`config.mk`:
```
export PLATFORM = sky130hd
export DESIGN_NAME = contact_manifold_slot_replacer
export DESIGN_NICKNAME = d
export VERILOG_FILES = /design/src/rtl/cmsr_pkg.sv /design/src/rtl/cmsr_mul.sv /design/src/rtl/cmsr_area.sv /design/src/rtl/contact_manifold_slot_replacer.sv
export SDC_FILE = /design/constraint.sdc
export NUM_CORES = 2
export LEC_CHECK = 0
export BUFFER_PORTS_ARGS = -buffer_cell sky130_fd_sc_hd__buf_2
export CAP_MARGIN = 20
export CORE_MARGIN = 8
export CORE_UTILIZATION = 50
export CTS_CLUSTER_SIZE = 24
export DETAILED_ROUTE_END_ITERATION = 10
export PLACE_DENSITY_LB_ADDON = 0.08
export SYNTH_ARGS = -nofsm -noshare
export SYNTH_HDL_FRONTEND = slang
export SYNTH_SLANG_ARGS = --single-unit
```
`constraint.sdc`:
```
create_clock -name clock -period 12.3 [get_ports clock]
set_clock_uncertainty 0.15 [all_clocks]
set_input_delay 1.23 -clock clock [delete_from_list [all_inputs] [get_ports clock]]
set_output_delay 1.23 -clock clock [all_outputs]
set_load 0.1 [all_outputs]
```
`src/rtl/cmsr_pkg.sv`:
```
// Package for the contact manifold slot replacer.
// Holds the shared sizes, mode codes and the control structs between the top level
// and the area unit. Depends on nothing.
package cmsr_pkg;

   localparam int COORD_BITS_DEF = 16;
   localparam int SLOTS          = 4;
   localparam int SLOT_BITS      = 2;
   localparam int DEPTH_BITS     = 16;
   localparam int COUNT_BITS     = 3;
   localparam int MODE_BITS      = 2;
   localparam int RSP_BITS       = 8;

   localparam logic [MODE_BITS-1:0] MODE_ADD    = 2'd0;
   localparam logic [MODE_BITS-1:0] MODE_REMOVE = 2'd1;
   localparam logic [MODE_BITS-1:0] MODE_CLEAR  = 2'd2;

   typedef struct packed {
      logic start;
   } area_ctl_type;

   typedef struct packed {
      logic busy;
      logic done;
   } area_sts_type;

endpackage

```
`src/rtl/cmsr_mul.sv`:
```
// Registered signed multiplier shared by every step of the area unit.
// Uses no package items.
module cmsr_mul #(
   parameter int WIDTH = 18
) (
   input  logic                      clock,
   input  logic signed [WIDTH-1:0]   op_a,
   input  logic signed [WIDTH-1:0]   op_b,
   output logic signed [2*WIDTH-1:0] prod
);

   logic signed [2*WIDTH-1:0] prod_ff;

   always_ff @(posedge clock) begin
      prod_ff <= op_a * op_b;
   end

   assign prod = prod_ff;

endmodule

```
`src/rtl/cmsr_area.sv`:
```
// Area unit: the squared cross-product area score of one four-point set.
// Depends on cmsr_pkg and on the shared multiplier cmsr_mul.
module cmsr_area #(
   parameter int COORD_BITS = cmsr_pkg::COORD_BITS_DEF
) (
   input  logic                         clock,
   input  logic                         reset,
   input  cmsr_pkg::area_ctl_type       ctl,
   input  logic signed [COORD_BITS-1:0] quad [4][3],
   output cmsr_pkg::area_sts_type       sts,
   output logic [4*COORD_BITS+3:0]      score
);
   import cmsr_pkg::*;

   localparam int DW   = COORD_BITS + 1;
   localparam int MW   = COORD_BITS + 2;
   localparam int PW   = 2 * MW;
   localparam int H    = COORD_BITS + 1;
   localparam int MAGW = 2 * COORD_BITS + 1;
   localparam int SUMW = 4 * COORD_BITS + 4;

   logic [1:0] p_ff, k_ff;
   logic [2:0] op_ff;
   logic       ph_ff, busy_ff, done_ff;
   logic signed [PW-1:0] comp_ff;
   logic [MAGW-1:0]      mag_ff;
   logic [SUMW-1:0]      sum_ff, area_ff;

   logic [1:0] b_idx, c_idx, d_idx, x_idx, y_idx;
   logic signed [DW-1:0] u [3];
   logic signed [DW-1:0] v [3];
   logic signed [MW-1:0] op_a, op_b, hi_op, lo_op;
   logic signed [PW-1:0] prod, diff;
   logic [SUMW-1:0]      prod_w, sum_new;
   logic                 last_term, finish;

   // Pair selection: (p0-p1 x p2-p3), (p0-p2 x p1-p3), (p0-p3 x p1-p2).
   always_comb begin
      case (p_ff)
         2'd0:    begin b_idx = 2'd1; c_idx = 2'd2; d_idx = 2'd3; end
         2'd1:    begin b_idx = 2'd2; c_idx = 2'd1; d_idx = 2'd3; end
         default: begin b_idx = 2'd3; c_idx = 2'd1; d_idx = 2'd2; end
      endcase
      case (k_ff)
         2'd0:    begin x_idx = 2'd1; y_idx = 2'd2; end
         2'd1:    begin x_idx = 2'd2; y_idx = 2'd0; end
         default: begin x_idx = 2'd0; y_idx = 2'd1; end
      endcase
   end

   always_comb begin
      for (int k = 0; k < 3; k++) begin
         u[k] = DW'(quad[0][k]) - DW'(quad[b_idx][k]);
         v[k] = DW'(quad[c_idx][k]) - DW'(quad[d_idx][k]);
      end
   end

   assign hi_op = MW'({1'b0, mag_ff[MAGW-1:H]});
   assign lo_op = MW'({1'b0, mag_ff[H-1:0]});

   always_comb begin
      case (op_ff)
         3'd0:    begin op_a = MW'(u[x_idx]); op_b = MW'(v[y_idx]); end
         3'd1:    begin op_a = MW'(u[y_idx]); op_b = MW'(v[x_idx]); end
         3'd2:    begin op_a = hi_op; op_b = hi_op; end
         3'd3:    begin op_a = hi_op; op_b = lo_op; end
         default: begin op_a = lo_op; op_b = lo_op; end
      endcase
   end

   cmsr_mul #(.WIDTH(MW)) u_mul (
      .clock (clock),
      .op_a  (op_a),
      .op_b  (op_b),
      .prod  (prod)
   );

   assign diff   = comp_ff - prod;
   assign prod_w = {{(SUMW-PW){1'b0}}, prod};

   // The last square of the last component of a pair, and of the last pair.
   assign last_term = (op_ff == 3'd4) && (k_ff == 2'd2);
   assign finish    = busy_ff && ph_ff && last_term && (p_ff == 2'd2);

   always_comb begin
      case (op_ff)
         3'd2:    sum_new = sum_ff + (prod_w << (2 * H));
         3'd3:    sum_new = sum_ff + (prod_w << (H + 1));
         default: sum_new = sum_ff + prod_w;
      endcase
   end

   always_ff @(posedge clock) begin
      if (reset) begin
         busy_ff <= 1'b0;
         done_ff <= 1'b0;
      end else begin
         done_ff <= finish && !ctl.start;
         if (ctl.start) begin
            busy_ff <= 1'b1;
            p_ff    <= '0;
            k_ff    <= '0;
            op_ff   <= '0;
            ph_ff   <= 1'b0;
            sum_ff  <= '0;
            area_ff <= '0;
         end else if (busy_ff) begin
            ph_ff <= ~ph_ff;
            if (ph_ff) begin
               // Use the product issued in the previous cycle.
               case (op_ff)
                  3'd0: comp_ff <= prod;
                  3'd1: mag_ff  <= diff[PW-1] ? MAGW'(-diff) : MAGW'(diff);
                  default: sum_ff <= last_term ? '0 : sum_new;
               endcase
               if (op_ff == 3'd4) begin
                  op_ff <= '0;
                  if (k_ff == 2'd2) begin
                     k_ff <= '0;
                     if (sum_new > area_ff) begin
                        area_ff <= sum_new;
                     end
                     if (p_ff == 2'd2) begin
                        busy_ff <= 1'b0;
                     end else begin
                        p_ff <= p_ff + 2'd1;
                     end
                  end else begin
                     k_ff <= k_ff + 2'd1;
                  end
               end else begin
                  op_ff <= op_ff + 3'd1;
               end
            end
         end
      end
   end

   assign sts.busy = busy_ff;
   assign sts.done = done_ff;
   assign score    = area_ff;

endmodule

```
`src/rtl/contact_manifold_slot_replacer.sv`:
```
// Contact manifold slot replacer, top level: slot store, sequencer and stream ports.
// Depends on cmsr_pkg and instantiates the area unit cmsr_area.
//
// The block keeps up to four contacts (depth and local point) and takes one
// transaction at a time; req_tready is high only while it is idle. An add
// with a free slot or a remove goes from acceptance through the write, a scan
// of the four slots for the deepest slot and the output load; a clear or an
// unused mode skips the write. An add into a full store first scans the
// depths for the protected slot, then scores every unprotected slot with the
// area unit: one registered multiplier does 45 multiply/accumulate steps per
// slot, while the protected slot is skipped without being scored.
// The result waits in an output register until taken; the next transaction
// is accepted once it has been loaded there. Slots carry no reset; only slots
// below the count are ever read.
module contact_manifold_slot_replacer #(
   parameter int COORD_BITS = cmsr_pkg::COORD_BITS_DEF
) (
   input  logic clock,
   input  logic reset,
   input  logic req_tvalid,
   output logic req_tready,
   // Fields from bit 0: contact_depth[16], point_x, point_y, point_z
   // [COORD_BITS each], remove_slot[2], zero fill to whole bytes.
   input  logic [((cmsr_pkg::DEPTH_BITS + 3*COORD_BITS + 2 + 7) / 8) * 8 - 1:0] req_tdata,
   // Fields from bit 0: mode[2].
   input  logic [cmsr_pkg::MODE_BITS-1:0] req_tuser,
   output logic rsp_tvalid,
   input  logic rsp_tready,
   // Fields from bit 0: written_slot[2], contact_count[3], deepest_slot[2],
   // store_empty[1].
   output logic [cmsr_pkg::RSP_BITS-1:0] rsp_tdata
);
   import cmsr_pkg::*;

   localparam int SUMW = 4 * COORD_BITS + 4;
   localparam int X_LO = DEPTH_BITS;
   localparam int Y_LO = DEPTH_BITS + COORD_BITS;
   localparam int Z_LO = DEPTH_BITS + 2 * COORD_BITS;
   localparam int R_LO = DEPTH_BITS + 3 * COORD_BITS;

   typedef enum logic [2:0] {
      ST_IDLE, ST_PROT, ST_AREA_START, ST_AREA_WAIT, ST_WRITE, ST_DEEP, ST_RESP
   } state_type;

   state_type state_ff;

   logic [MODE_BITS-1:0]         mode_ff;
   logic signed [DEPTH_BITS-1:0] depth_ff, best_depth_ff, deep_val_ff;
   logic signed [COORD_BITS-1:0] pt_ff [3];
   logic [SLOT_BITS-1:0]         rslot_ff, idx_ff, protect_ff, pick_ff;
   logic [SLOT_BITS-1:0]         wslot_ff, deep_ff, written_ff;
   logic [COUNT_BITS-1:0]        count_ff;
   logic                         prot_valid_ff, full_ff, rsp_valid_ff;
   logic [SUMW-1:0]              best_score_ff;
   logic [RSP_BITS-1:0]          rsp_data_ff;

   // Slot store; no reset, written before it is read.
   logic signed [DEPTH_BITS-1:0] slot_depth_ff [SLOTS];
   logic signed [COORD_BITS-1:0] slot_point_ff [SLOTS][3];

   area_ctl_type                 area_ctl;
   area_sts_type                 area_sts;
   logic [SUMW-1:0]              area_score;
   logic signed [COORD_BITS-1:0] quad [4][3];
   logic [SLOT_BITS-1:0]         other [3];
   logic [SLOT_BITS-1:0]         last_slot, wslot;
   logic                         in_accept, load_rsp;

   assign in_accept = req_tvalid && req_tready;
   assign req_tready = (state_ff == ST_IDLE);
   assign load_rsp = (state_ff == ST_RESP) && (!rsp_valid_ff || rsp_tready);
   assign last_slot = SLOT_BITS'(count_ff - COUNT_BITS'(1));
   assign wslot = full_ff ? pick_ff : wslot_ff;

   // The new point and the three stored points other than the candidate slot.
   always_comb begin
      for (int n = 0; n < 3; n++) begin
         other[n] = (SLOT_BITS'(n) < idx_ff) ? SLOT_BITS'(n) : SLOT_BITS'(n + 1);
      end
      for (int k = 0; k < 3; k++) begin
         quad[0][k] = pt_ff[k];
         for (int n = 0; n < 3; n++) begin
            quad[n + 1][k] = slot_point_ff[other[n]][k];
         end
      end
   end

   assign area_ctl.start = (state_ff == ST_AREA_START) &&
                           !(prot_valid_ff && idx_ff == protect_ff);

   cmsr_area #(.COORD_BITS(COORD_BITS)) u_area (
      .clock (clock),
      .reset (reset),
      .ctl   (area_ctl),
      .quad  (quad),
      .sts   (area_sts),
      .score (area_score)
   );

   always_ff @(posedge clock) begin
      if (reset) begin
         state_ff     <= ST_IDLE;
         count_ff     <= '0;
         rsp_valid_ff <= 1'b0;
      end else begin
         rsp_valid_ff <= (rsp_valid_ff && !rsp_tready) || load_rsp;
         case (state_ff)
            ST_IDLE: begin
               if (in_accept) begin
                  mode_ff    <= req_tuser;
                  depth_ff   <= req_tdata[DEPTH_BITS-1:0];
                  pt_ff[0]   <= req_tdata[X_LO +: COORD_BITS];
                  pt_ff[1]   <= req_tdata[Y_LO +: COORD_BITS];
                  pt_ff[2]   <= req_tdata[Z_LO +: COORD_BITS];
                  rslot_ff   <= req_tdata[R_LO +: SLOT_BITS];
                  written_ff <= '0;
                  full_ff    <= 1'b0;
                  idx_ff     <= '0;
                  case (req_tuser)
                     MODE_ADD: begin
                        if (count_ff < COUNT_BITS'(SLOTS)) begin
                           wslot_ff <= SLOT_BITS'(count_ff);
                           count_ff <= count_ff + COUNT_BITS'(1);
                           state_ff <= ST_WRITE;
                        end else begin
                           full_ff       <= 1'b1;
                           best_depth_ff <= req_tdata[DEPTH_BITS-1:0];
                           prot_valid_ff <= 1'b0;
                           state_ff      <= ST_PROT;
                        end
                     end
                     MODE_REMOVE: state_ff <= ST_WRITE;
                     MODE_CLEAR: begin
                        count_ff <= '0;
                        state_ff <= ST_DEEP;
                     end
                     default: state_ff <= ST_DEEP;
                  endcase
               end
            end
            ST_PROT: begin
               // The deepest slot that is deeper than the new contact; on a tie the earlier slot.
               if (slot_depth_ff[idx_ff] > best_depth_ff) begin
                  best_depth_ff <= slot_depth_ff[idx_ff];
                  protect_ff    <= idx_ff;
                  prot_valid_ff <= 1'b1;
               end
               idx_ff <= idx_ff + SLOT_BITS'(1);
               if (idx_ff == SLOT_BITS'(SLOTS - 1)) begin
                  best_score_ff <= '0;
                  pick_ff       <= '0;
                  state_ff      <= ST_AREA_START;
               end
            end
            ST_AREA_START: begin
               if (area_ctl.start) begin
                  state_ff <= ST_AREA_WAIT;
               end else begin
                  // The protected slot scores zero and cannot win over the best.
                  idx_ff <= idx_ff + SLOT_BITS'(1);
                  if (idx_ff == SLOT_BITS'(SLOTS - 1)) begin
                     state_ff <= ST_WRITE;
                  end
               end
            end
            ST_AREA_WAIT: begin
               if (area_sts.done) begin
                  if (area_score > best_score_ff) begin
                     best_score_ff <= area_score;
                     pick_ff       <= idx_ff;
                  end
                  idx_ff <= idx_ff + SLOT_BITS'(1);
                  state_ff <= (idx_ff == SLOT_BITS'(SLOTS - 1)) ? ST_WRITE : ST_AREA_START;
               end
            end
            ST_WRITE: begin
               if (mode_ff == MODE_ADD) begin
                  slot_depth_ff[wslot]    <= depth_ff;
                  slot_point_ff[wslot][0] <= pt_ff[0];
                  slot_point_ff[wslot][1] <= pt_ff[1];
                  slot_point_ff[wslot][2] <= pt_ff[2];
                  written_ff              <= wslot;
               end else if (COUNT_BITS'(rslot_ff) < count_ff) begin
                  // Remove: the last valid slot moves into the removed one.
                  slot_depth_ff[rslot_ff]    <= slot_depth_ff[last_slot];
                  slot_point_ff[rslot_ff][0] <= slot_point_ff[last_slot][0];
                  slot_point_ff[rslot_ff][1] <= slot_point_ff[last_slot][1];
                  slot_point_ff[rslot_ff][2] <= slot_point_ff[last_slot][2];
                  count_ff                   <= count_ff - COUNT_BITS'(1);
               end
               idx_ff   <= '0;
               state_ff <= ST_DEEP;
            end
            ST_DEEP: begin
               if (COUNT_BITS'(idx_ff) < count_ff) begin
                  if (idx_ff == '0) begin
                     deep_val_ff <= slot_depth_ff[0];
                     deep_ff     <= '0;
                  end else if (slot_depth_ff[idx_ff] > deep_val_ff) begin
                     deep_val_ff <= slot_depth_ff[idx_ff];
                     deep_ff     <= idx_ff;
                  end
               end else if (idx_ff == '0) begin
                  deep_ff <= '0;
               end
               idx_ff <= idx_ff + SLOT_BITS'(1);
               if (idx_ff == SLOT_BITS'(SLOTS - 1)) begin
                  state_ff <= ST_RESP;
               end
            end
            ST_RESP: begin
               if (load_rsp) begin
                  rsp_data_ff <= {(count_ff == '0), deep_ff, count_ff, written_ff};
                  state_ff    <= ST_IDLE;
               end
            end
            default: state_ff <= ST_IDLE;
         endcase
      end
   end

   assign rsp_tvalid = rsp_valid_ff;
   assign rsp_tdata  = rsp_data_ff;

   // The store never holds more than four contacts.
   assert property (@(posedge clock) disable iff (reset)
      count_ff <= COUNT_BITS'(SLOTS))
      else $error("contact count above the slot count");

   // The area unit is never busy while a new transaction can be accepted.
   assert property (@(posedge clock) disable iff (reset)
      req_tready |-> !area_sts.busy)
      else $error("area unit busy while idle");

   // An accepted transaction makes the block busy in the next cycle.
   assert property (@(posedge clock) disable iff (reset)
      in_accept |=> !req_tready)
      else $error("ready stayed high after acceptance");

   // The area unit reports completion only while the sequencer waits for it.
   assert property (@(posedge clock) disable iff (reset)
      area_sts.done |-> (state_ff == ST_AREA_WAIT))
      else $error("area result outside the wait state");

endmodule

```
==> results.json <==
{
  "crit_arrival_ps": 12030,
  "setup_viol": 0,
  "initial_core_util_pct": 50.2,
  "drtIter0Drc": 4131,
  "ant_nets": 0,
  "hold_viol_final": 0,
  "rsz0062_at_grt": "no",
  "synthCells": 6208,
  "hpwl_um": 139000,
  "layout_common_cells": "inv_1 (809), edfxtp_1 (659), ha_1 (511), nor2_1 (472), nand2_1 (414)",
  "ctsHoldBuffers": 0,
  "seq_area_mm2": 0.0207,
  "multi_input_area_mm2": 0.0383,
  "min_period_over_period_pct": 94.3,
  "grt_pass1_vias": 47900,
  "timing.final.crit_period_ps": 11600,
  "relSlewSlack_pct": 29.1,
  "max_stage_delay_ps": 620,
  "fin_tns_setup_ps": 0,
  "portBuffers": 81,
  "maxCapViolCount": 0,
  "worstHoldPathType": "reg -> reg",
  "syn-num-nets": 7143,
  "rows": 130,
  "root_buffer": "clkbuf_16",
  "worst_pin_slew_ps": 1060,
  "clock_sinks": 706,
  "grt_usage_pct": 26.8,
  "worstSetupEndpointType": "flop",
  "synth_area_per_cell_um2": 10.1,
  "place_congestion": 0.947,
  "wl_per_cell_um": 23.2,
  "slowest_stage": "or2_2",
  "vias": 47600,
  "die-area_mm2": 0.137,
  "io_pins": 88,
  "cts_tree": "yes",
  "worstPathMaxFanout": 18,
  "drv_slew": 0,
  "diodes": 0,
  "area_growth_pct": 8.92,
  "htree_levels": 3,
  "drive_gt1_share_pct": 11.2,
  "cts_inserted_buffers": 85,
  "grt-ovfl-total": 0,
  "synth_flop_cell": "edfxtp_1",
  "synth.distinct_cells": 94,
  "synth_edf_count": 659,
  "clkSlewWorstSetupHoldPaths_ps": 60,
  "nets": 7184,
  "ys_seq_area_share_pct": 33.0,
  "antenna_found_initial": 3,
  "status": "finished, final reports clean",
  "core-area_mm2": 0.125,
  "die_h_um": 370,
  "ys_ff_latch": 706,
  "cp-start-kind": "flop",
  "crit_type": "reg -> reg",
  "grt_pass1_wl_um": 286000,
  "clock_latency_ps": 710,
  "synth_warnings": 0,
  "layout_commonest_cell": "inv_1",
  "die_x_um": 370,
  "vdd_drop_max_mv": 0.556,
  "drt-pass1-iter-count": 7,
  "pwr_density_cell_mw_per_mm2": 259,
  "grt_max_degree": 76,
  "via_per_inst": 5.98,
  "max_freq_mhz": 86.2,
  "syn_area_mm2": 0.0628,
  "cp.required_ps": 12730,
  "drc": 0,
  "leakage_nw": 29.1,
  "ys_async_sr_fraction_pct": 0,
  "cts.path.max_buffers": 3,
  "power_w": 0.0177,
  "finalWirelength_um": 185000,
  "fillCellCount": 11000
}
[metrics by stage]
step                      hold WS [ps]  cells  setup WS (ps)  area (um2)  utilization (%)
after global routing               277   7963           37.3       68400             54.7
after detailed placement           258   7810            499       65500             52.4
after global placement             255   7808            572       65500             52.4
after floorplan                    250   6208           1180       62800                -
final                              268   7963            701       68400             54.7
after CTS                          271   7961            400       68400             54.6
[cell type report]
cell class / count / share of cell area [%]
clock inverters: 44 / 0.778
inverters: 812 / 4.46
repair buffers: 208 / 2.10
well taps: 1650 / 3.02
multi-input cells: 4436 / 56.0
clock buffers: 107 / 3.35
flip-flops and latches: 706 / 30.3
[path summary, 6_finish.rpt]
path	start	end	slack (ps)	depth (start not counted)
max	u_area.p_ff[0]	u_area.u_mul.prod[34]	700	39
min	written_ff[1]	rsp_tdata[1]	270	0
max reg2reg	u_area.p_ff[0]	u_area.u_mul.prod[34]	700	39
min reg2reg	written_ff[1]	rsp_tdata[1]	270	0
[where the power goes]
| part | internal [W] | switching [W] | total, W |
|---|---|---|---|
| logic | 0.00476 | 0.00694 | 0.0117 |
| registers | 0.00310 | 0.000352 | 0.00345 |
| clock network | 0.00150 | 0.00106 | 0.00256 |
| total | 0.00935 | 0.00836 | 0.0177 |
[worst max-delay path: cells and delay by family, from the launching register on]
family | cells | cell delay (ps)
xor+xnor | 2 | 390
simple gates | 6 | 1690
buf+inv | 7 | 790
compound gates | 15 | 4140
flops | 1 | 440
fa+ha+maj | 9 | 3840
[logic make-up after synthesis]
logic type	Yosys count	share of synthesized area, %
AOI/OAI and AO/OA	1249	13.1
xor gates and xnor gates	281	3.95
adders and majority gates	857	21.1
buffers and inverters	1066	6.40
DFF	706	33.0
muxes	495	10.7
and+or+nand+nor	1554	11.6
[repair_timing]
action,4_1_cts,5_1_grt
buffers inserted,0,0
resized for setup,0,4
setup endpoints to repair,0,3
endpoints found under the hold margin,0,0
[state kept, by name, summed over array words and instances (netlist names), 8 cells and up, named ones only]
register / cells
slot_point_ff: 192
best_score_ff: 68
u_area.score: 68
u_area.sum_ff: 68
slot_depth_ff: 64
pt_ff: 48
u_area.comp_ff: 36
u_area.u_mul.prod: 36
u_area.mag_ff: 33
best_depth_ff: 16
deep_val_ff: 16
depth_ff: 16
rsp_tdata: 8
[metal layers]
metal	up-vias	wire length, um	GRT usage, %
met4	0	5370	7.27
met5	-	0	0
li1	22100	-	-
met3	285	10800	3.59
met2	1430	87200	44.8
met1	23800	81300	36.8
[Yosys cell counts (all sizes together) (64+ instances only)]
cell | instances | share of area [%]
clkbuf | 185 | 1.1
xnor2 | 172 | 2.4
nand4 | 90 | 0.90
mux4 | 128 | 4.6
a21oi | 339 | 2.7
nor2 | 479 | 2.9
mux2 | 151 | 2.7
nor2b | 89 | 0.89
mux2i | 216 | 3.4
inv | 811 | 4.8
nor3 | 145 | 1.2
o21a | 64 | 0.77
fa | 339 | 11
buf | 69 | 0.44
xor2 | 109 | 1.5
ha | 518 | 10
nand2 | 416 | 2.5
a21o | 164 | 2.0
nand3 | 73 | 0.58
edfxtp | 659 | 32
o21ai | 255 | 2.0
nand2b | 97 | 0.97
Note: power is estimated with default switching activity, not from simulation.
